===== config.mk =====
export PLATFORM = sky130hd
export DESIGN_NAME = sk128_round
export DESIGN_NICKNAME = d
export VERILOG_FILES = /design/src/sv/sk128_pkg.sv /design/src/sv/sk128_round.sv
export SDC_FILE = /design/constraint.sdc
export NUM_CORES = 1
export LEC_CHECK = 0
export BUFFER_PORTS_ARGS = -buffer_cell sky130_fd_sc_hd__buf_2
export CAP_MARGIN = 20
export CORE_AREA = 2 2 191 193
export DETAILED_ROUTE_END_ITERATION = 6
export DIE_AREA = 0 0 193 195
export PLACE_DENSITY = 0.56
export SLEW_MARGIN = 10
export SYNTH_ARGS = -nofsm -noshare
export SYNTH_HDL_FRONTEND = slang
export SYNTH_SLANG_ARGS = --single-unit

===== constraint.sdc =====
create_clock -name vclk -period 6.1
set_input_delay 0 -clock vclk [all_inputs]
set_output_delay 0 -clock vclk [all_outputs]
set_load 0.005 [all_outputs]

===== src/sv/sk128_pkg.sv =====
// Shared types, constants and S-box functions for the SKINNY-128 cipher block.
// No dependencies; imported by sk128_round and skinny128_block_cipher.
`default_nettype none

package sk128_pkg;

    localparam int MAX_ROUNDS = 56;
    localparam int KEY_IDX_W  = $clog2(MAX_ROUNDS);
    localparam int CNT_W      = $clog2(MAX_ROUNDS + 1);
    localparam int RC_W       = 6;

    localparam logic [RC_W-1:0] ROUND_COUNT_RESET = 6'd40;

    typedef enum logic [1:0] {
        OP_LOAD = 2'd0,
        OP_ENC  = 2'd1,
        OP_DEC  = 2'd2,
        OP_NONE = 2'd3
    } t_opcode;

    typedef enum logic [2:0] {
        ST_IDLE = 3'b001,
        ST_RUN  = 3'b010,
        ST_DONE = 3'b100
    } t_state;

    // Bit-sliced 8-bit S-box applied to the four cells of one row.
    function automatic logic [31:0] sbox_word(input logic [31:0] xi);
        logic [31:0] x;
        logic [31:0] y;
        x = xi;
        x = x ^ ((~((x >> 2) | (x >> 3))) & 32'h11111111);
        y = (~((x << 5) | (x << 1))) & 32'h20202020;
        x = x ^ (((~((x << 5) | (x << 4))) & 32'h40404040) ^ y);
        y = (~((x << 2) | (x << 1))) & 32'h80808080;
        x = x ^ (((~((x >> 2) | (x << 1))) & 32'h02020202) ^ y);
        y = (~((x >> 5) | (x << 1))) & 32'h04040404;
        x = x ^ (((~((x >> 1) | (x >> 2))) & 32'h08080808) ^ y);
        return ((x & 32'h08080808) << 1) | ((x & 32'h32323232) << 2) |
               ((x & 32'h01010101) << 5) | ((x & 32'h80808080) >> 6) |
               ((x & 32'h40404040) >> 4) | ((x & 32'h04040404) >> 2);
    endfunction

    function automatic logic [31:0] inv_sbox_word(input logic [31:0] xi);
        logic [31:0] x;
        logic [31:0] y;
        x = xi;
        y = (~((x >> 1) | (x >> 3))) & 32'h01010101;
        x = x ^ (((~((x >> 2) | (x >> 3))) & 32'h10101010) ^ y);
        y = (~((x >> 6) | (x >> 1))) & 32'h02020202;
        x = x ^ (((~((x >> 1) | (x >> 2))) & 32'h08080808) ^ y);
        y = (~((x << 2) | (x << 1))) & 32'h80808080;
        x = x ^ (((~((x >> 1) | (x << 2))) & 32'h04040404) ^ y);
        y = (~((x << 5) | (x << 1))) & 32'h20202020;
        x = x ^ (((~((x << 4) | (x << 5))) & 32'h40404040) ^ y);
        return ((x & 32'h01010101) << 2) | ((x & 32'h04040404) << 4) |
               ((x & 32'h02020202) << 6) | ((x & 32'h20202020) >> 5) |
               ((x & 32'hC8C8C8C8) >> 2) | ((x & 32'h10101010) >> 1);
    endfunction

endpackage

`default_nettype wire


===== src/sv/sk128_round.sv =====
// One SKINNY-128 round, forward or inverse, on a 128-bit state.
// Depends on sk128_pkg for the S-box functions.
`default_nettype none

module sk128_round (
    input  wire logic [127:0] i_blk,
    input  wire logic [63:0]  i_key,
    input  wire logic         i_dec,
    output logic      [127:0] o_blk
);
    import sk128_pkg::*;

    logic [31:0] r0, r1, r2, r3;
    logic [31:0] k0, k1;
    logic [31:0] e0, e1, e2, e3, et;
    logic [31:0] d0, d1, d2, d3;
    logic [127:0] w_enc, w_dec;

    assign r0 = i_blk[31:0];
    assign r1 = i_blk[63:32];
    assign r2 = i_blk[95:64];
    assign r3 = i_blk[127:96];
    assign k0 = i_key[31:0];
    assign k1 = i_key[63:32];

    always_comb begin
        e0 = sbox_word(r0) ^ k0;
        e1 = sbox_word(r1) ^ k1;
        e2 = sbox_word(r2) ^ 32'h00000002;
        e3 = sbox_word(r3);
        e1 = {e1[23:0], e1[31:24]};
        e2 = {e2[15:0], e2[31:16]};
        e3 = {e3[7:0],  e3[31:8]};
        e1 = e1 ^ e2;
        e2 = e2 ^ e0;
        et = e3 ^ e2;
        w_enc = {e2, e1, e0, et};
    end

    // Inverse mix columns, inverse row shifts, key removal, inverse S-box.
    always_comb begin
        d3 = r0 ^ r3;
        d0 = r1;
        d2 = r3 ^ r1;
        d1 = r2 ^ d2;
        d1 = {d1[7:0],  d1[31:8]};
        d2 = {d2[15:0], d2[31:16]};
        d3 = {d3[23:0], d3[31:24]};
        d0 = inv_sbox_word(d0 ^ k0);
        d1 = inv_sbox_word(d1 ^ k1);
        d2 = inv_sbox_word(d2 ^ 32'h00000002);
        d3 = inv_sbox_word(d3);
        w_dec = {d3, d2, d1, d0};
    end

    assign o_blk = i_dec ? w_dec : w_enc;

endmodule

`default_nettype wire


==> run_results.csv <==
group,metric,value,unit
setup_path,required,6.10,ns
setup_path,cp-end-kind,"output port",
run,max-cap-violations,0,
setup_path,cp.depth,10,
pwr,totalPowerFinal,2.036,mW
global_route,grt_overflow,0,
hold_path,hold_path_depth,4,
detailed_routing,drtPass1Iterations,5,
place,place_congestion,0.9469,
place,placed_cells_incl_taps,1986,
setup_path,worst-setup-path-type,"primary input to output port",
place,hpwl,41.92,mm
setup_path,critPathTopFamily,"XOR/XNOR gates",
floorplan,rows,69,
status,status,"finished, final reports clean",
detailed_routing,drc,0,
yosys,synth_compound_area_frac,0.1392,
clocking,post_cts_buffers,0,
global_route,antenna_found_initial,0,
hold_path,hold_path.class,"primary input to output port",
floorplan,start_util,0.2474,
detailed_routing,avgRoutedWirePerCell,23.81,microns
detailed_routing,drt-vias-per-instance,5.121,
layout,seq_cell_count,0,
yosys,synth-xor-area-share,0.5092,
floorplan,core,0.03540,sq mm
detailed_routing,ant_nets,0,
sta,slew_headroom,0.3006,
yosys,synth_fa_ha_area_frac,0,
floorplan,num_io_pins,321,
sta,setup_tns,0,ns
global_route,grt_usage,0.2385,
setup_path,crit_fanout,6,
global_route,grt_max_degree,103,
pwr,p_leak,4.448,nW
hold_path,hold_start,"i_key[41]",
yosys,synthCells,1258,
sta,tightest_slew,1.049,ns
floorplan,fp.dieArea,0.03764,sq mm
layout,regArea,0,sq um
floorplan,die_w,193,microns
yosys,synth_top_family_by_area,"XOR/XNOR gates",
yosys,synth_nets,1451,
yosys,ys_seq_area_frac,0,
layout,final_cells,1989,
global_route,grt_pass1_wl,65.43,mm
hold_path,holdPathEnd,"o_blk[81]",
sta,fmax,0.3551,GHz
sta,finalSetupViolations,0,
global_route,grt_pass1_vias,9642,
yosys,synth-simple-area-share,0.2515,
clocking,cts_resized,0,
layout,utilization,0.3021,
setup_path,crit_path_cell_trace,"buf_2 -> xor2_1 -> nor2_1 -> xnor2_1 -> o21ai_0 -> xnor2_1 -> nor2_1 -> xnor2_1 -> mux2i_1 -> buf_2",
yosys,syn_area,0.008757,sq mm
yosys,synthMuxAreaShare,0.06501,
sta,setup_slack,3.284,ns
setup_path,cp_slowest_stage_delay,0.50,ns
yosys,synthDistinctLibCells,47,
layout,syn2layout_area_growth,22.09,%
place,dpl_cell_area,0.01068,sq mm
setup_path,worst_path_most_repeated_cell,"xnor2_1",
layout,clkbuf_count,0,
pwr,peakVddDrop,0.06345,mV
yosys,synth_common_cells,"290 x xnor2_1, 193 x xor2_1, 126 x o21ai_0",
pwr,power_density,190.5,mW/mm^2
setup_path,cp-start-kind,"primary input",
yosys,yosysTopAreaCellShare,0.2900,
sta,min_period_over_period,0.4616,
layout,post_route_cells_drive_above_1_share,0.2262,
yosys,yosysTopAreaCell,"xnor2_1",
detailed_routing,routed-via-count,10185,
sta,fin_crit,2.816,ns
setup_path,arrival,2.82,ns
place,place_ws,3.172,ns
detailed_routing,routed_wl,47.36,mm
sta,whs,0.4379,ns
sta,slew_violations,0,
layout,final_cell_area,0.01069,sq mm
sta,rsz0062_at_grt,"no",
yosys,ys_top_cells_by_area,"xnor2_1 29%, xor2_1 19%, o21ai_0 7.2%",
setup_path,cp_slowest_cell,"mux2i_1",
yosys,synth_warnings,0,
detailed_routing,drt_iter0_drc,788,
sta,finalHoldViolations,0,
clocking,hold_buffers,0,
yosys,yosys.cell_count.top_type,"xnor2_1",
setup_path,critPathBufInv,2,
yosys,syn_avg_cell_area,6.961,sq um
floorplan,fp.dieH,195,microns
layout,finalNetCount,1720,
place,port-buffer-count,321,
-- tightest hold or removal path, cell delays in order --
cell and delay [ns]:
buf_2 0.11, xnor2_1 0.12, mux2i_1 0.08, buf_2 0.13
-- power by group --
group          internal [mW]  switching, mW  leakage, nW
clock network   0.0000000393              0    0.0000190
registers                  0              0            0
logic                  0.814           1.22         4.45
-- cells in the final DEF (no fill, tap or decap), drive strengths merged, types with 3 or more instances in the layout --
cell    synthesis  routed
nand3          40      40
nor4            4       4
or3            65      65
o22ai           4       4
nand3b         16      16
a21o            9       9
xnor2         293     293
nor2           77      77
buf            18     323
nand2         101     101
a21oi          44      44
xor2          193     193
nor3           16      16
diode           0       3
o21bai          4       4
o21ai         129     129
or4             3       3
or2             4       4
and2           32      32
nand4          16      16
o21a            9       9
nor2b          11      11
inv             8       9
and4            8       8
mux2            7       7
a31oi           9       9
and3            9       9
o211ai          6       6
nand2b         18      18
xnor3           8       8
a21boi          6       6
mux2i          49      49
-- worst max-delay path by stage --
stage	slack [ns]	end	from
floorplan	3.98	o_blk[64]	i_blk[82]
global placement	3.24	o_blk[124]	i_blk[115]
detailed placement	3.17	o_blk[124]	i_blk[115]
CTS	3.14	o_blk[124]	i_blk[115]
global route	3.15	o_blk[124]	i_blk[115]
finish	3.28	o_blk[124]	i_blk[115]
-- cells by family (layout without fill, tap and decap cells) --
kind of cell	Yosys count	after routing
AND/OR/NAND/NOR	421	421
buffers and inverters	65	332
other	0	3
XOR/XNOR	494	494
AO/OA/AOI/OAI	222	222
multiplexers	56	56
-- per-layer routing --
metal  GRT usage  routed length [microns]  vias to the layer above
met3     0.02085                     3511                       67
li1            -                        -                     4794
met1      0.3295                    20710                     4803
met5           0                        0                        -
met4     0.06762                     1566                        0
met2      0.3929                    21570                      521
-- layout make-up --
cell class | count | area, sq um
Tap cell | 461 | 576.8
Timing Repair Buffer | 323 | 1624
Multi-Input combinational cell | 1193 | 8449
Inverter | 9 | 33.78
Antenna cell | 3 | 7.507
Fill cell | 3957 | 24700
Power figures use the tool's default switching activity.
